===== config.mk =====
export PLATFORM = sky130hd
export DESIGN_NAME = link_attach_handshake_controller_core
export DESIGN_NICKNAME = d
export VERILOG_FILES = /design/src/sv/lahc_pkg.sv /design/src/sv/link_attach_handshake_controller_core.sv /design/src/sv/lahc_front.sv /design/src/sv/lahc_queue.sv /design/src/sv/lahc_back.sv
export SDC_FILE = /design/constraint.sdc
export NUM_CORES = 1
export LEC_CHECK = 0
export BUFFER_PORTS_ARGS = -buffer_cell sky130_fd_sc_hd__buf_4
export CAP_MARGIN = 10
export CORE_ASPECT_RATIO = 0.75
export CORE_UTILIZATION = 31
export CTS_CLUSTER_SIZE = 10
export DETAILED_ROUTE_END_ITERATION = 8
export HOLD_SLACK_MARGIN = 0.15
export PLACE_DENSITY = 0.51
export SLEW_MARGIN = 20
export SYNTH_ARGS = -nofsm -noshare
export SYNTH_HDL_FRONTEND = slang
export SYNTH_SLANG_ARGS = --single-unit

===== constraint.sdc =====
create_clock -name clock -period 9 [get_ports clock]
set_input_delay 1.8 -clock clock [delete_from_list [all_inputs] [get_ports clock]]
set_output_delay 1.8 -clock clock [all_outputs]
set_load 0.005 [all_outputs]

===== src/sv/lahc_pkg.sv =====
// ----------------------------------------------------------------------------
// Link attach handshake controller package
// Shared types, constants and lookup functions for the controller.
// ----------------------------------------------------------------------------
package lahc_pkg;

   // Handshake string length and the width of the byte counter
   localparam int MATCH_LENGTH = 10;
   localparam int CNT_W        = 4;

   // Depth of the job queue between front and back
   localparam int QUEUE_DEPTH = 4;

   // Configuration register widths and reset values
   localparam int POLL_W        = 10;
   localparam int TIMEOUT_W     = 12;
   localparam int CSR_DATA_W    = 12;
   localparam int CSR_ADDR_W    = 1;
   localparam logic [POLL_W-1:0]    POLL_RESET    = 10'd50;
   localparam logic [TIMEOUT_W-1:0] TIMEOUT_RESET = 12'd2000;

   // Configuration register indexes
   localparam logic [CSR_ADDR_W-1:0] CSR_POLL_INTERVAL = 1'd0;
   localparam logic [CSR_ADDR_W-1:0] CSR_HS_TIMEOUT    = 1'd1;

   // Input word codes
   localparam logic [1:0] FUNC_TICK   = 2'd0;
   localparam logic [1:0] FUNC_UART   = 2'd1;
   localparam logic [1:0] FUNC_STATUS = 2'd2;

   // Result word codes
   localparam logic [1:0] KIND_READ_REQ = 2'd0;
   localparam logic [1:0] KIND_REPLY    = 2'd1;
   localparam logic [1:0] KIND_WRITE    = 2'd2;
   localparam logic [1:0] KIND_FAIL     = 2'd3;

   // Special byte values
   localparam logic [7:0] STX_BYTE  = 8'h02;
   localparam logic [7:0] LATCH_BIT = 8'h10;

   // Saturation limits of the tick counters
   localparam logic [POLL_W-1:0]    POLL_MAX    = '1;
   localparam logic [TIMEOUT_W-1:0] TIMEOUT_MAX = '1;

   // One queued job: the results that one input word causes
   typedef struct packed {
      logic       poll;
      logic       fail;
      logic       reply;
      logic       write;
      logic [7:0] wdata;
      logic       active;
   } job_type;

   // Steps of the result sequencer in the back end
   typedef enum logic [3:0] {
      STEP_POLL,
      STEP_FAIL,
      STEP_R0,
      STEP_R1,
      STEP_R2,
      STEP_R3,
      STEP_R4,
      STEP_R5,
      STEP_WRITE
   } step_type;

   // Expected handshake text; positions past the text expect zero
   function automatic logic [7:0] expected_char(input logic [CNT_W-1:0] idx);
      logic [7:0] ch;
      unique case (idx)
         4'd0:    ch = 8'h69;  // i
         4'd1:    ch = 8'h61;  // a
         4'd2:    ch = 8'h6d;  // m
         4'd3:    ch = 8'h66;  // f
         4'd4:    ch = 8'h30;  // 0
         4'd5:    ch = 8'h72;  // r
         4'd6:    ch = 8'h75;  // u
         4'd7:    ch = 8'h70;  // p
         4'd8:    ch = 8'h6d;  // m
         4'd9:    ch = 8'h35;  // 5
         default: ch = 8'h00;
      endcase
      return ch;
   endfunction

endpackage


===== src/sv/link_attach_handshake_controller_core.sv =====
// ----------------------------------------------------------------------------
// Link attach handshake controller
// Polls the attach status, runs the text handshake and reports results.
// ----------------------------------------------------------------------------
//  Channel | Direction | Word contents
//  req_    | in        | tuser func; tdata byte_value, read_ok
//  rsp_    | out       | tuser kind; tdata data, link_active; tlast last
//  csr_    | in        | write enable, register index, write data
//
// An input word is taken whenever the job queue has room, so
// words may arrive back to back. Each word yields zero to seven result words,
// issued by the back end at one per cycle; that sequencer sets the sustained
// rate when results are dense. Reset is synchronous and active high. A stall
// on the result side fills the job queue and only then holds off input.
// ----------------------------------------------------------------------------
module link_attach_handshake_controller_core #(
   parameter int MatchLength = lahc_pkg::MATCH_LENGTH,
   parameter int QueueDepth  = lahc_pkg::QUEUE_DEPTH
) (
   input  logic                            clock,
   input  logic                            reset,
   input  logic                            csr_we,
   input  logic [lahc_pkg::CSR_ADDR_W-1:0] csr_addr,
   input  logic [lahc_pkg::CSR_DATA_W-1:0] csr_wdata,
   input  logic                            req_tvalid,
   output logic                            req_tready,
   input  logic [15:0]                     req_tdata,  // [7:0] byte_value, [8] read_ok
   input  logic [1:0]                      req_tuser,  // [1:0] func
   output logic                            rsp_tvalid,
   input  logic                            rsp_tready,
   output logic [15:0]                     rsp_tdata,  // [7:0] data, [8] link_active
   output logic [1:0]                      rsp_tuser,  // [1:0] kind
   output logic                            rsp_tlast
);

   logic              in_accept;
   logic              job_push;
   lahc_pkg::job_type push_job;
   logic              q_full;
   logic              q_pop;
   logic              head_valid;
   lahc_pkg::job_type head_job;
   logic [7:0]        rsp_data;
   logic              rsp_active;

   assign req_tready = !q_full;
   assign in_accept  = req_tvalid && req_tready;

   lahc_front #(
      .MatchLength (MatchLength)
   ) u_front (
      .clock      (clock),
      .reset      (reset),
      .csr_we     (csr_we),
      .csr_addr   (csr_addr),
      .csr_wdata  (csr_wdata),
      .in_accept  (in_accept),
      .in_func    (req_tuser),
      .in_byte    (req_tdata[7:0]),
      .in_read_ok (req_tdata[8]),
      .job_push   (job_push),
      .job        (push_job)
   );

   lahc_queue #(
      .Depth (QueueDepth)
   ) u_queue (
      .clock      (clock),
      .reset      (reset),
      .push       (job_push),
      .push_job   (push_job),
      .full       (q_full),
      .pop        (q_pop),
      .head_valid (head_valid),
      .head_job   (head_job)
   );

   lahc_back u_back (
      .clock      (clock),
      .reset      (reset),
      .head_valid (head_valid),
      .head_job   (head_job),
      .pop        (q_pop),
      .rsp_tvalid (rsp_tvalid),
      .rsp_tready (rsp_tready),
      .rsp_kind   (rsp_tuser),
      .rsp_data   (rsp_data),
      .rsp_last   (rsp_tlast),
      .rsp_active (rsp_active)
   );

   assign rsp_tdata = {7'b0, rsp_active, rsp_data};

endmodule


===== src/sv/lahc_front.sv =====
// ----------------------------------------------------------------------------
// Link attach handshake controller front end
// Accepts input words, keeps the link state and queues a job for each word with results.
// ----------------------------------------------------------------------------
module lahc_front #(
   parameter int MatchLength = lahc_pkg::MATCH_LENGTH
) (
   input  logic                                clock,
   input  logic                                reset,
   input  logic                                csr_we,
   input  logic [lahc_pkg::CSR_ADDR_W-1:0]     csr_addr,
   input  logic [lahc_pkg::CSR_DATA_W-1:0]     csr_wdata,
   input  logic                                in_accept,
   input  logic [1:0]                          in_func,
   input  logic [7:0]                          in_byte,
   input  logic                                in_read_ok,
   output logic                                job_push,
   output lahc_pkg::job_type                   job
);

   localparam logic [lahc_pkg::CNT_W-1:0] MatchLen = lahc_pkg::CNT_W'(MatchLength);

   // Configuration registers
   logic [lahc_pkg::POLL_W-1:0]    poll_interval_ff;
   logic [lahc_pkg::TIMEOUT_W-1:0] hs_timeout_ff;

   // Link state
   logic                           active_ff,      active_in;
   logic                           in_hs_ff,       in_hs_in;
   logic [lahc_pkg::CNT_W-1:0]     rcv_cnt_ff,     rcv_cnt_in;
   logic                           match_ff,       match_in;
   logic [7:0]                     held_byte_ff,   held_byte_in;
   logic                           held_valid_ff,  held_valid_in;
   logic [lahc_pkg::POLL_W-1:0]    poll_ticks_ff,  poll_ticks_in;
   logic                           never_polled_ff, never_polled_in;
   logic                           awaiting_ff,    awaiting_in;
   logic [lahc_pkg::TIMEOUT_W-1:0] hs_ticks_ff,    hs_ticks_in;
   logic                           pend_ff,        pend_in;
   logic [7:0]                     saved_ff,       saved_in;

   // Handshake byte evaluation
   logic [7:0]                 hb_byte;
   logic [lahc_pkg::CNT_W-1:0] hb_cnt_old;
   logic                       hb_match_old;
   logic [lahc_pkg::CNT_W-1:0] hb_cnt;
   logic                       hb_match;
   logic                       hb_done;

   logic [lahc_pkg::POLL_W-1:0] poll_ticks_inc;

   // Configuration writes
   always_ff @(posedge clock) begin
      if (reset) begin
         poll_interval_ff <= lahc_pkg::POLL_RESET;
         hs_timeout_ff    <= lahc_pkg::TIMEOUT_RESET;
      end else if (csr_we) begin
         unique case (csr_addr)
            lahc_pkg::CSR_POLL_INTERVAL: poll_interval_ff <= csr_wdata[lahc_pkg::POLL_W-1:0];
            lahc_pkg::CSR_HS_TIMEOUT:    hs_timeout_ff    <= csr_wdata;
            default: ;
         endcase
      end
   end

   // A UART word continues the running handshake; a status reply starts a
   // new one from the held byte.
   assign hb_byte      = (in_func == lahc_pkg::FUNC_UART) ? in_byte : held_byte_ff;
   assign hb_cnt_old   = (in_func == lahc_pkg::FUNC_UART) ? rcv_cnt_ff : '0;
   assign hb_match_old = (in_func == lahc_pkg::FUNC_UART) ? match_ff : 1'b1;

   always_comb begin
      hb_cnt   = hb_cnt_old;
      hb_match = hb_match_old;
      hb_done  = 1'b0;
      if (hb_byte == lahc_pkg::STX_BYTE) begin
         hb_cnt   = '0;
         hb_match = 1'b1;
      end else begin
         if (hb_cnt_old < MatchLen) begin
            if (hb_byte != lahc_pkg::expected_char(hb_cnt_old)) begin
               hb_match = 1'b0;
            end
            hb_cnt = hb_cnt_old + 1'b1;
         end
         if (hb_cnt == MatchLen) begin
            if (hb_match) begin
               hb_done = 1'b1;
            end else begin
               hb_cnt   = '0;
               hb_match = 1'b1;
            end
         end
      end
   end

   assign poll_ticks_inc = (poll_ticks_ff != lahc_pkg::POLL_MAX) ?
                           poll_ticks_ff + 1'b1 : poll_ticks_ff;

   // Next link state and the job for the current word
   always_comb begin
      active_in       = active_ff;
      in_hs_in        = in_hs_ff;
      rcv_cnt_in      = rcv_cnt_ff;
      match_in        = match_ff;
      held_byte_in    = held_byte_ff;
      held_valid_in   = held_valid_ff;
      poll_ticks_in   = poll_ticks_ff;
      never_polled_in = never_polled_ff;
      awaiting_in     = awaiting_ff;
      hs_ticks_in     = hs_ticks_ff;
      pend_in         = pend_ff;
      saved_in        = saved_ff;
      job             = '0;

      unique case (in_func)
         lahc_pkg::FUNC_TICK: begin
            poll_ticks_in = poll_ticks_inc;
            if (in_hs_ff) begin
               if (hs_ticks_ff >= hs_timeout_ff) begin
                  // Timeout ends the handshake as failed
                  in_hs_in   = 1'b0;
                  rcv_cnt_in = '0;
                  match_in   = 1'b1;
                  active_in  = 1'b0;
                  job.fail   = 1'b1;
                  job.write  = pend_ff;
                  job.wdata  = saved_ff | lahc_pkg::LATCH_BIT;
                  pend_in    = 1'b0;
               end else if (hs_ticks_ff != lahc_pkg::TIMEOUT_MAX) begin
                  hs_ticks_in = hs_ticks_ff + 1'b1;
               end
            end else if (!awaiting_ff) begin
               if (never_polled_ff || poll_ticks_inc >= poll_interval_ff) begin
                  never_polled_in = 1'b0;
                  poll_ticks_in   = '0;
                  awaiting_in     = 1'b1;
                  job.poll        = 1'b1;
               end
            end
         end
         lahc_pkg::FUNC_UART: begin
            if (in_hs_ff) begin
               rcv_cnt_in = hb_cnt;
               match_in   = hb_match;
               if (hb_done) begin
                  in_hs_in   = 1'b0;
                  rcv_cnt_in = '0;
                  match_in   = 1'b1;
                  active_in  = 1'b1;
                  job.reply  = 1'b1;
                  job.write  = pend_ff;
                  job.wdata  = saved_ff | lahc_pkg::LATCH_BIT;
                  pend_in    = 1'b0;
               end
            end else begin
               held_byte_in  = in_byte;
               held_valid_in = 1'b1;
            end
         end
         lahc_pkg::FUNC_STATUS: begin
            if (awaiting_ff) begin
               awaiting_in = 1'b0;
               if (in_read_ok) begin
                  if (in_byte[7:6] == 2'b00) begin
                     active_in = 1'b0;
                  end else if (held_valid_ff) begin
                     // The held byte is the first byte of the handshake
                     in_hs_in      = 1'b1;
                     hs_ticks_in   = '0;
                     held_valid_in = 1'b0;
                     rcv_cnt_in    = hb_cnt;
                     match_in      = hb_match;
                     if (hb_done) begin
                        in_hs_in   = 1'b0;
                        rcv_cnt_in = '0;
                        match_in   = 1'b1;
                        active_in  = 1'b1;
                        job.reply  = 1'b1;
                     end
                  end
                  // Latch clear waits while a handshake runs
                  if ((in_byte & lahc_pkg::LATCH_BIT) != 8'h00) begin
                     if (in_hs_in) begin
                        pend_in  = 1'b1;
                        saved_in = in_byte;
                     end else begin
                        job.write = 1'b1;
                        job.wdata = in_byte | lahc_pkg::LATCH_BIT;
                     end
                  end
               end
            end
         end
         default: ;
      endcase
      job.active = active_in;
   end

   assign job_push = in_accept && (job.poll || job.fail || job.reply || job.write);

   // State registers
   always_ff @(posedge clock) begin
      if (reset) begin
         active_ff       <= 1'b0;
         in_hs_ff        <= 1'b0;
         rcv_cnt_ff      <= '0;
         match_ff        <= 1'b1;
         held_byte_ff    <= '0;
         held_valid_ff   <= 1'b0;
         poll_ticks_ff   <= '0;
         never_polled_ff <= 1'b1;
         awaiting_ff     <= 1'b0;
         hs_ticks_ff     <= '0;
         pend_ff         <= 1'b0;
         saved_ff        <= '0;
      end else if (in_accept) begin
         active_ff       <= active_in;
         in_hs_ff        <= in_hs_in;
         rcv_cnt_ff      <= rcv_cnt_in;
         match_ff        <= match_in;
         held_byte_ff    <= held_byte_in;
         held_valid_ff   <= held_valid_in;
         poll_ticks_ff   <= poll_ticks_in;
         never_polled_ff <= never_polled_in;
         awaiting_ff     <= awaiting_in;
         hs_ticks_ff     <= hs_ticks_in;
         pend_ff         <= pend_in;
         saved_ff        <= saved_in;
      end
   end

endmodule


===== src/sv/lahc_queue.sv =====
// ----------------------------------------------------------------------------
// Link attach handshake controller job queue
// Small first-in first-out buffer of jobs between front and back.
// ----------------------------------------------------------------------------
module lahc_queue #(
   parameter int Depth = lahc_pkg::QUEUE_DEPTH
) (
   input  logic              clock,
   input  logic              reset,
   input  logic              push,
   input  lahc_pkg::job_type push_job,
   output logic              full,
   input  logic              pop,
   output logic              head_valid,
   output lahc_pkg::job_type head_job
);

   localparam int PtrW = (Depth > 1) ? $clog2(Depth) : 1;
   localparam int CntW = $clog2(Depth + 1);
   localparam logic [CntW-1:0] DepthCnt = CntW'(Depth);
   localparam logic [PtrW-1:0] LastPtr  = PtrW'(Depth - 1);

   lahc_pkg::job_type slot_ff [Depth];
   logic [PtrW-1:0]   wr_ptr_ff, wr_ptr_in;
   logic [PtrW-1:0]   rd_ptr_ff, rd_ptr_in;
   logic [CntW-1:0]   count_ff,  count_in;

   assign full       = (count_ff == DepthCnt);
   assign head_valid = (count_ff != '0);
   assign head_job   = slot_ff[rd_ptr_ff];

   // Pointer and fill count update
   always_comb begin
      wr_ptr_in = wr_ptr_ff;
      rd_ptr_in = rd_ptr_ff;
      count_in  = count_ff;
      if (push) begin
         wr_ptr_in = (wr_ptr_ff == LastPtr) ? '0 : wr_ptr_ff + 1'b1;
      end
      if (pop) begin
         rd_ptr_in = (rd_ptr_ff == LastPtr) ? '0 : rd_ptr_ff + 1'b1;
      end
      if (push && !pop) begin
         count_in = count_ff + 1'b1;
      end else if (pop && !push) begin
         count_in = count_ff - 1'b1;
      end
   end

   always_ff @(posedge clock) begin
      if (reset) begin
         wr_ptr_ff <= '0;
         rd_ptr_ff <= '0;
         count_ff  <= '0;
      end else begin
         wr_ptr_ff <= wr_ptr_in;
         rd_ptr_ff <= rd_ptr_in;
         count_ff  <= count_in;
      end
   end

   // Job storage
   always_ff @(posedge clock) begin
      if (push) begin
         slot_ff[wr_ptr_ff] <= push_job;
      end
   end

endmodule


===== src/sv/lahc_back.sv =====
// ----------------------------------------------------------------------------
// Link attach handshake controller back end
// Expands each queued job into its result words, one per cycle unless the result side stalls.
// ----------------------------------------------------------------------------
module lahc_back (
   input  logic              clock,
   input  logic              reset,
   input  logic              head_valid,
   input  lahc_pkg::job_type head_job,
   output logic              pop,
   output logic              rsp_tvalid,
   input  logic              rsp_tready,
   output logic [1:0]        rsp_kind,
   output logic [7:0]        rsp_data,
   output logic              rsp_last,
   output logic              rsp_active
);

   lahc_pkg::step_type step_ff, step_in;
   logic               started_ff, started_in;
   lahc_pkg::step_type first_step;
   lahc_pkg::step_type cur_step;
   lahc_pkg::step_type nxt_step;
   logic               has_next;
   logic [1:0]         cur_kind;
   logic [7:0]         cur_data;
   logic               load;

   logic               rsp_valid_ff, rsp_valid_in;
   logic [1:0]         rsp_kind_ff;
   logic [7:0]         rsp_data_ff;
   logic               rsp_last_ff;
   logic               rsp_active_ff;

   // First result of a fresh job
   always_comb begin
      priority if (head_job.poll) begin
         first_step = lahc_pkg::STEP_POLL;
      end else if (head_job.fail) begin
         first_step = lahc_pkg::STEP_FAIL;
      end else if (head_job.reply) begin
         first_step = lahc_pkg::STEP_R0;
      end else begin
         first_step = lahc_pkg::STEP_WRITE;
      end
   end

   assign cur_step = started_ff ? step_ff : first_step;
   assign load     = head_valid && (!rsp_valid_ff || rsp_tready);

   // Next step of the sequence
   always_comb begin
      nxt_step = lahc_pkg::STEP_WRITE;
      has_next = 1'b0;
      unique case (cur_step)
         lahc_pkg::STEP_POLL:  has_next = 1'b0;
         lahc_pkg::STEP_FAIL:  has_next = head_job.write;
         lahc_pkg::STEP_R0:    begin nxt_step = lahc_pkg::STEP_R1; has_next = 1'b1; end
         lahc_pkg::STEP_R1:    begin nxt_step = lahc_pkg::STEP_R2; has_next = 1'b1; end
         lahc_pkg::STEP_R2:    begin nxt_step = lahc_pkg::STEP_R3; has_next = 1'b1; end
         lahc_pkg::STEP_R3:    begin nxt_step = lahc_pkg::STEP_R4; has_next = 1'b1; end
         lahc_pkg::STEP_R4:    begin nxt_step = lahc_pkg::STEP_R5; has_next = 1'b1; end
         lahc_pkg::STEP_R5:    has_next = head_job.write;
         lahc_pkg::STEP_WRITE: has_next = 1'b0;
         default:              has_next = 1'b0;
      endcase
   end

   // Result word for the current step
   always_comb begin
      cur_kind = lahc_pkg::KIND_REPLY;
      cur_data = 8'h00;
      unique case (cur_step)
         lahc_pkg::STEP_POLL:  cur_kind = lahc_pkg::KIND_READ_REQ;
         lahc_pkg::STEP_FAIL:  cur_kind = lahc_pkg::KIND_FAIL;
         lahc_pkg::STEP_R0:    cur_data = 8'h04;
         lahc_pkg::STEP_R1:    cur_data = 8'h00;
         lahc_pkg::STEP_R2:    cur_data = 8'h79;  // y
         lahc_pkg::STEP_R3:    cur_data = 8'h65;  // e
         lahc_pkg::STEP_R4:    cur_data = 8'h73;  // s
         lahc_pkg::STEP_R5:    cur_data = 8'h00;
         lahc_pkg::STEP_WRITE: begin
            cur_kind = lahc_pkg::KIND_WRITE;
            cur_data = head_job.wdata;
         end
         default: ;
      endcase
   end

   // Sequencer state and queue pop
   always_comb begin
      step_in    = step_ff;
      started_in = started_ff;
      pop        = 1'b0;
      if (load) begin
         if (has_next) begin
            step_in    = nxt_step;
            started_in = 1'b1;
         end else begin
            started_in = 1'b0;
            pop        = 1'b1;
         end
      end
   end

   always_comb begin
      rsp_valid_in = rsp_valid_ff;
      if (load) begin
         rsp_valid_in = 1'b1;
      end else if (rsp_tready) begin
         rsp_valid_in = 1'b0;
      end
   end

   always_ff @(posedge clock) begin
      if (reset) begin
         step_ff      <= lahc_pkg::STEP_POLL;
         started_ff   <= 1'b0;
         rsp_valid_ff <= 1'b0;
      end else begin
         step_ff      <= step_in;
         started_ff   <= started_in;
         rsp_valid_ff <= rsp_valid_in;
      end
   end

   // Output register
   always_ff @(posedge clock) begin
      if (load) begin
         rsp_kind_ff   <= cur_kind;
         rsp_data_ff   <= cur_data;
         rsp_last_ff   <= !has_next;
         rsp_active_ff <= head_job.active;
      end
   end

   assign rsp_tvalid = rsp_valid_ff;
   assign rsp_kind   = rsp_kind_ff;
   assign rsp_data   = rsp_data_ff;
   assign rsp_last   = rsp_last_ff;
   assign rsp_active = rsp_active_ff;

endmodule

; Word level (Yosys, flattened, before mapping)
; Memories as Yosys holds them, arrays and structs flattened. A register that Yosys moved wholly into a read port is not among the register bits.
; Cells that the tools add are included.
[totals]
romBits = 112
out_inout_bits = 21
elab_cells = 236
ram_bits = 52
ff_bits = 96
mem_count = 2
[classes]
eq_ne = 32
n_lt_le_gt_ge = 3
reduce_logical = 39
n_mux = 126
addsub = 7
bitwise = 3
[mem_list]
columns = name, depth, width, rd, rd_ports_with_merged_regs, write_ports, line
row1 = (no name shown), 16, 7, 1, 0, 0, lahc_pkg.sv:71  ; unique case (idx)
row2 = u_queue.slot_ff, 4, 13, 1, 1, 1, lahc_queue.sv:23  ; lahc_pkg::job_type slot_ff [Depth];
[op_table]
columns = operator, count
row1 = 2-to-1 mux 12 bit, 7
row2 = 2-to-1 mux 10 bit, 8
row3 = 2-to-1 mux 4 bit, 18
row4 = 2-to-1 mux 1 bit, 65
row5 = one-hot mux 8 bit (5 select lines), 1
row6 = 2-to-1 mux 9 bit, 4
row7 = one-hot mux 9 bit (3 select lines), 1
row8 = 2-to-1 mux 8 bit, 3
row9 = one-hot mux 12 bit (2 select lines), 1
row10 = one-hot mux 4 bit (5 select lines), 1
row11 = AND reduction 9 bit, 2
row12 = equality test 4 x 3 -> 1 bit (second input constant), 4
row13 = != test 2 x 1 -> 1 bit (second input constant), 8
row14 = adder 12 x 1 -> 12 bit (second input constant), 1
row15 = greater-or-equal comparator 12 bit, 1
row16 = != test 12 bit (second input constant), 1
row17 = != test 2 bit (second input constant), 6
row18 = one-hot mux 1 bit (3 select lines), 4
row19 = one-hot mux 4 bit (3 select lines), 1
row20 = AND reduction 6 bit, 2
row21 = adder 10 x 1 -> 10 bit (second input constant), 1
row22 = greater-or-equal comparator 10 bit, 1
row23 = 2-to-1 mux 2 bit, 5
row24 = != test 10 bit (second input constant), 1
row25 = 31 further kinds, 63

; Longest topological paths before layout
; Gate-level depths: netlist (run 1).
[logic_depth]
ltp_word = 30
ltp_mapped = 20

; Cells and area by module
; Synthesis (run 1) repeated with hierarchy kept, for this count alone.
[unflattened]
cells_unflattened = 795
area_unflattened_um2 = 7881.3
[by_module_without_submodules]
columns = mod, seq_area_each_um2, n_inst, area_each_um2, cells_each
row1 = lahc_front, 1401.3, 1, 4556.9, 586
row2 = lahc_queue, 1741.7, 1, 2323.5, 111
row3 = lahc_back, 480.5, 1, 927.1, 87
row4 = link_attach_handshake_controller_core, 0.0, 1, 73.8, 11

; Worst setup path after synthesis (run 1)
; OpenSTA, ideal clock, no wires.
[synth_timing]
path_type = input port to flip-flop
startpoint = input req_tuser[1]
endpoint = register u_queue.count_ff[2]
path_stages = 17
path_buffers = 1
t_arrival_ps = 5431
t_required_ps = 8930
slack_ps = 3498
path_cell_list = inv_1 -> ha_1 -> buf_2 -> o211a_1 -> or4b_2 -> a32oi_1 -> o2111a_1 -> a21boi_1 -> o31ai_2 -> a21o_1 -> a21o_2 -> ha_1 -> inv_1 -> fa_1 -> xor2_1 -> or3_1 -> a21oi_1
[synth_between]
elab_chain_len = 28
elab_cells_between_ends = 49
[synth_rtl]
columns = item, line
row1 = from (decl), link_attach_handshake_controller_core.sv:28  ; input logic [1:0] req_tuser,
row2 = equality test 2 x 1 -> 1 bit, --
row3 = 2-to-1 mux 4 bit, lahc_front.sv:68  ; assign hb_cnt_old = (in_func == lahc_pkg::FUNC_UART) ? rcv_cnt_ff : '0;
row4 = memory read (16 x 7 bit), --
row5 = 2-to-1 mux 8 bit, lahc_front.sv:79  ; if (hb_cnt_old < MatchLen) begin
row6 = 2-to-1 mux 8 bit, lahc_front.sv:75  ; if (hb_byte == lahc_pkg::STX_BYTE) begin
row7 = != test 8 bit, lahc_front.sv:80  ; if (hb_byte != lahc_pkg::expected_char(hb_cnt_old)) begin
row8 = 2-to-1 mux 1 bit, lahc_front.sv:80
row9 = 2-to-1 mux 1 bit, lahc_front.sv:79
row10 = [... 13 more ...], --
row11 = 2-to-1 mux 10 bit, lahc_front.sv:161  ; if (awaiting_ff) begin
row12 = one-hot mux 9 bit (3 select lines), lahc_front.sv:115  ; unique case (in_func)
row13 = logical OR 1 bit (*), lahc_front.sv:199  ; assign job_push = in_accept && (job.poll || job.fail || job.reply || job.write);
row14 = logical AND 1 bit (*), lahc_front.sv:199
row15 = named net job_push, link_attach_handshake_controller_core.sv:37  ; logic job_push;
row16 = zero test 1 bit, lahc_queue.sv:45  ; end else if (pop && !push) begin
row17 = logical AND 1 bit, lahc_queue.sv:45
row18 = nonzero test 2 bit (no source line), --
row19 = to (signal assigned), lahc_queue.sv:58  ; count_ff <= count_in;
row20 = to (decl), lahc_queue.sv:26  ; logic [CntW-1:0] count_ff, count_in;
; Mark *: on every way through the listed nets, which the timed path passes. The rest lies on a longest branch. The select of a mux whose other input is x is not followed.
; A chain may end at the register's enable or synchronous reset.

; Worst setup path after layout (run 1)
; Same ends and word-level chain as after synthesis.

==> results of run 1 <==
-- flip-flops by register name, indices dropped and copies added (netlist names), 7 cells and up, named ones only --
register	cells
u_front.held_byte_ff	8
u_front.hs_ticks_ff	12
u_front.saved_ff	7
u_queue.slot_ff	52
u_front.hs_timeout_ff	12
u_back.rsp_data	8
u_front.poll_ticks_ff	10
u_front.poll_interval_ff	10
-- worst min-delay path: cells and delay by family (launching register included) --
kind / cells / cell delay, ns
compound gates: 1 / 0.05
flops: 1 / 0.31
simple gates: 1 / 0.05
-- synth_stat cells, types with 10 or more instances --
cell / number
edfxtp_1: 64
xor2_1: 16
o21ai_0: 21
mux4_2: 13
a21oi_1: 55
nand4_1: 10
nand3b_1: 10
nand3_1: 20
inv_1: 44
nor2_1: 69
ha_1: 36
mux2i_1: 20
clkbuf_1: 27
nand2_1: 95
and3_1: 12
nand2b_1: 15
dfxtp_1: 85
-- per-layer routing --
metal / vias up / share of wire / global-route usage
met5: - / 0 / 0
met4: 0 / 0.0081 / 0.0417
met3: 10 / 0.033 / 0.0320
met2: 84 / 0.41 / 0.199
met1: 2583 / 0.55 / 0.206
li1: 2823 / - / -
-- logic make-up after synthesis --
kind of cell,after synthesis,share of synthesized area
fa+ha+maj,37,0.0619
other cells,1,0.000493
buf+inv,85,0.0466
xor+xnor,25,0.0288
simple gates,285,0.186
mux,35,0.0678
compound gates,155,0.132
flops,149,0.477
-- stage by stage --
stage	setup WS [ns]	power, mW	cells
3_5_place_dp	2.48	1.16	1115
4_1_cts	2.92	1.86	1147
2_1_floorplan	3.50	1.04	778
6_report	2.91	1.84	1147
3_3_place_gp	2.53	1.16	1115
5_1_grt	2.64	1.94	1147
-- layout make-up --
| type | count | area, sq um |
|---|---|---|
| repair buffers | 47 | 353 |
| inverters | 44 | 165 |
| flip-flops and latches | 149 | 3620 |
| well taps | 331 | 414 |
| clock buffers | 18 | 429 |
| multi-input cells | 544 | 3650 |
| fillers | 2459 | 15300 |
| clock inverters | 14 | 140 |
-- power groups by stage --
stage | Clock [mW] | Combinational [mW] | Sequential [mW]
after CTS | 0.714 | 0.325 | 0.824
after detailed placement | 0 | 0.323 | 0.839
final | 0.697 | 0.320 | 0.822
after global routing | 0.742 | 0.363 | 0.833
after global placement | 0 | 0.322 | 0.838
after floorplan | 0 | 0.229 | 0.816
-- worst max-delay path by stage --
stage | from | endpoint | slack [ns] | depth (start not counted)
after floorplan | req_tuser[1] | u_queue.count_ff[2]$_SDFFE_PP0P_ | 3.50 | 17
after global placement | req_tuser[1] | u_queue.count_ff[2]$_SDFFE_PP0P_ | 2.53 | 17
after detailed placement | req_tuser[1] | u_queue.count_ff[2]$_SDFFE_PP0P_ | 2.48 | 17
after CTS | req_tuser[1] | u_queue.count_ff[2]$_SDFFE_PP0P_ | 2.92 | 17
after global routing | req_tuser[1] | u_queue.count_ff[2]$_SDFFE_PP0P_ | 2.64 | 17
final | req_tuser[1] | u_queue.count_ff[2]$_SDFFE_PP0P_ | 2.91 | 17
==> out/results.ini, run 1 <==
[setup_path]
r2r_start=u_front.poll_ticks_ff[0]$_SDFFE_PP0P_
worstPathArrival_ns=6.43
slowest_stage=or4b_2
path_buf_inv=3
rr_endpoint=u_queue.count_ff[2]$_SDFFE_PP0P_
reg2reg_depth=21
critPathCaptureType=flip-flop
crit_chain=buf_4 -> inv_1 -> ha_1 -> o211a_1 -> or4b_2 -> a32oi_1 -> o2111a_1 -> a21boi_1 -> o31ai_2 -> a21o_1 -> a21o_2 -> ha_1 -> inv_1 -> fa_1 -> xor2_1 -> or3_1 -> a21oi_1
crit_type=input pin to flip-flop
critical_path.max_fanout=18
ff2ff_setup_slack_ns=4.04
max_stage_delay_ns=0.59
critPathLaunchType=input pin
crit_family=compound AO/OA/AOI/OAI gates
crit_required_ns=9.34

[floorplan]
start_util=0.316
num_rows=49
die-width_um=183
die_y_um=138
dieArea_sq_um=25200
ios=57
core_region_area_sq_um=24000

[sta]
setup_tns_ns=0
whs_ns=0.457
grt_setup_unrepaired=no
hold_viol=0
setup_violations=0
worst_pin_slew_ns=0.895
slew_headroom=0.402
period_needed_ns=6.09
finalCritPeriodShare=0.677
max_freq_ghz=0.164
fin_skew_ns=0.00949
final_max_slew_viol_count=0

[routing]
ant_nets=0
dr.pass1.iters=5
vias=5500
wirelength_mm=16.3
wl_per_cell_um=14.2
drcViolationCount=0
vias_per_cell=4.80
drtIter0Drc=315

[final_layout]
drive_gt1_frac=0.127
post-route-util=0.365
final_net_count=876
final_common_cell=nand2_1
design_area_sq_um=8770
layout_common_cells=nand2_1, dfxtp_1, nor2_1
antennaDiodeCount=0
area_delta_synth_final_pct=15.4

[cts]
cts-buffers-inserted=17
tritoncts=done
cts.sinks=149
ctsLongestPathBuffers=2
insertion_delay_ns=0.42
post-cts-setup-buffer-count=0
clk_pin_slew_worst_paths_ns=0.06
cts_hold_buf=0
cts_root_buf=clkbuf_16
htree_levels=4
post_cts_resized=0

[min_path]
worstHoldPathType=flip-flop to flip-flop
hp-start=u_front.poll_interval_ff[9]$_SDFFE_PP0P_
hold_depth=2
min_to=u_front.poll_interval_ff[9]$_SDFFE_PP0P_

[synth]
synthTopCellsByArea=edfxtp_1, dfxtp_1, ha_1
synth_flop_cell=dfxtp_1
syn_area_sq_um=7600
synth_edf_count=64
async_flop_share=0
synth_largest_area_cell=edfxtp_1
synth_seq_cells=149
yosys.area.top_type_share=0.253
synthCells=772
synth_warnings=0
syn_area_per_cell_sq_um=9.85
ys_seq_area_frac=0.477
synthDistinctLibCells=73

[global_route]
gr-usage-all-layers=0.139
grt_overflow=0
antenna_found_initial=0
first_global_vias=5167
grt_max_degree=78
grt_pass1_wl_mm=27.2

[status]
status=finished clean

[pwr]
power_density_nw_per_um2=210
p_int_mw=1.32
cellLeakagePower_nw=3.35
swShare=0.282
p_clk_frac=0.379
peakVddDrop_uv=132
power_frac_seq=0.447
p_switching_mw=0.519
combPwrFrac=0.174

[run]
cap_violations=0

[placement]
post_dp_cell_area_sq_um=8200
hpwl_mm=11.4
gp_congestion=0.804
port-buffer-count=42

No activity file was read; power rests on OpenSTA's default activity.
==> run 2: changes to the inputs <==
--- a/config.mk
+++ b/config.mk
@@ -12,7 +12,7 @@
 export CTS_CLUSTER_SIZE = 10
 export DETAILED_ROUTE_END_ITERATION = 8
 export HOLD_SLACK_MARGIN = 0.15
-export PLACE_DENSITY = 0.51
+export PLACE_DENSITY = 0.52
 export SLEW_MARGIN = 20
 export SYNTH_ARGS = -nofsm -noshare
 export SYNTH_HDL_FRONTEND = slang
==> constraint.sdc (replaced) <==
create_clock -name clock -period 4.95 [get_ports clock]
set_input_delay 0.99 -clock clock [delete_from_list [all_inputs] [get_ports clock]]
set_output_delay 0.99 -clock clock [all_outputs]
set_load 0.005 [all_outputs]
==> out/results.ini, run 2 (synthesis results as in run 1) <==
[status]
status=finished clean

[run]
cap_violations=0

[setup_path]
critPathCaptureType=flip-flop
worstPathArrival_ns=4.85
ff2ff_setup_slack_ns=0.46
crit_required_ns=5.30
startpoint=req_tuser[1]
critPathLaunchType=input pin
r2r_start=u_front.poll_ticks_ff[0]$_SDFFE_PP0P_
critical_path.max_fanout=4
rr_endpoint=u_queue.count_ff[2]$_SDFFE_PP0P_
reg2reg_depth=20
crit_type=input pin to flip-flop

[floorplan]
dieArea_sq_um=25200
ios=57
die_y_um=138
core_region_area_sq_um=24000
start_util=0.316
die-width_um=183
num_rows=49

[placement]
hpwl_mm=11.9
port-buffer-count=42
gp_congestion=0.792
pre_cts_slack_ns=0.0392

[sta]
worst_pin_slew_ns=0.863
whs_ns=0.455
period_needed_ns=4.49
grt_setup_unrepaired=no
finalWorstSetupSlack_ns=0.457
finalCritPeriodShare=0.908
slew_headroom=0.424
setup_tns_ns=0
setup_violations=0
final_max_slew_viol_count=0
fin_skew_ns=0.00958
hold_viol=0
max_freq_ghz=0.223

[pwr]
power_density_nw_per_um2=379
peakVddDrop_uv=253
cellLeakagePower_nw=3.43
total_power_mw=3.37

[cts]
insertion_delay_ns=0.43
ctsLongestPathBuffers=2
cts_root_buf=clkbuf_16
htree_levels=4
clk_pin_slew_worst_paths_ns=0.06
cts.sinks=149
post_cts_resized=0
cts-buffers-inserted=17
post-cts-setup-buffer-count=0
cts_hold_buf=0
tritoncts=done

[final_layout]
area_delta_synth_final_pct=17.1
largest_register_ff_count=52
top_register=u_queue.slot_ff
post-route-util=0.370
layout_common_cells=nand2_1, dfxtp_1, nor2_1
final_common_cell=nand2_1
antennaDiodeCount=0
biggestRegsByFlops=u_queue.slot_ff (52), u_front.hs_ticks_ff (12), u_front.hs_timeout_ff (12)
final_net_count=891
drive_gt1_frac=0.144

[min_path]
hp-start=u_front.hs_timeout_ff[11]$_SDFFE_PP0P_
worstHoldPathType=flip-flop to flip-flop
hold_depth=2
min_to=u_front.hs_timeout_ff[11]$_SDFFE_PP0P_

[routing]
wirelength_mm=16.8
wl_per_cell_um=14.5
dr.pass1.iters=5
vias=5635
drtIter0Drc=339
drcViolationCount=0
ant_nets=0
vias_per_cell=4.85

[global_route]
antenna_found_initial=0
gr-usage-all-layers=0.143
grt_overflow=0
grt_pass1_wl_mm=27.7
first_global_vias=5184
grt_max_degree=78

==> run 2: cell types whose count changed in the layout (fill, tap and decap cells not counted), sizes merged <==
cell,before,now
buf,47,62
==> run 2: worst max-delay path by stage <==
stage / endpoint / slack, ns
5_1_grt: u_queue.count_ff[2]$_SDFFE_PP0P_ / 0.15
3_3_place_gp: u_queue.count_ff[2]$_SDFFE_PP0P_ / 0.06
4_1_cts: u_queue.count_ff[2]$_SDFFE_PP0P_ / 0.48
6_report: u_queue.count_ff[2]$_SDFFE_PP0P_ / 0.46
2_1_floorplan: u_queue.count_ff[2]$_SDFFE_PP0P_ / 0.26
3_5_place_dp: u_queue.count_ff[2]$_SDFFE_PP0P_ / 0.04
==> run 2: metrics by stage <==
| stage | instances | area [sq um] |
|---|---|---|
| after detailed placement | 1130 | 8330 |
| final | 1162 | 8900 |
| after floorplan | 778 | 7620 |
| after CTS | 1162 | 8900 |
| after global routing | 1162 | 8900 |
| after global placement | 1130 | 8330 |
==> run 2: area by class of cell <==
cell class	instances	area, sq um
Inverter	44	165
Fill cell	2429	15100
Multi-Input combinational cell	544	3650
Clock buffer	18	439
Timing Repair Buffer	62	478
Tap cell	331	414
Sequential cell	149	3620
Clock inverter	14	136
==> run 2: metal layers <==
layer | wire [um] | track usage | vias up
met2 | 6660 | 0.197 | 117
met3 | 935 | 0.0336 | 13
li1 | - | - | 2856
met4 | 158 | 0.0477 | 0
met5 | 0 | 0 | -
met1 | 9090 | 0.215 | 2649
==> run 2: critical path, stage by stage <==
cell      delay, ns
buf_4          0.12
inv_1          0.09
ha_1           0.17
o211a_1        0.19
or4b_2         0.59
a32oi_1        0.25
o2111a_1       0.27
a21boi_1       0.10
or4_1          0.46
a31oi_1        0.16
a21o_2         0.16
ha_1           0.19
inv_1          0.07
fa_1           0.42
xor2_1         0.17
or3_1          0.30
a21oi_1        0.13
==> run 2: power by group <==
part | switching, mW | total [mW] | internal (mW) | leakage (nW)
clock network | 0.562 | 1.28 | 0.719 | 0.286
registers | 0.0743 | 1.48 | 1.41 | 1.26
logic | 0.317 | 0.613 | 0.297 | 1.89
total | 0.953 | 3.37 | 2.42 | 3.43
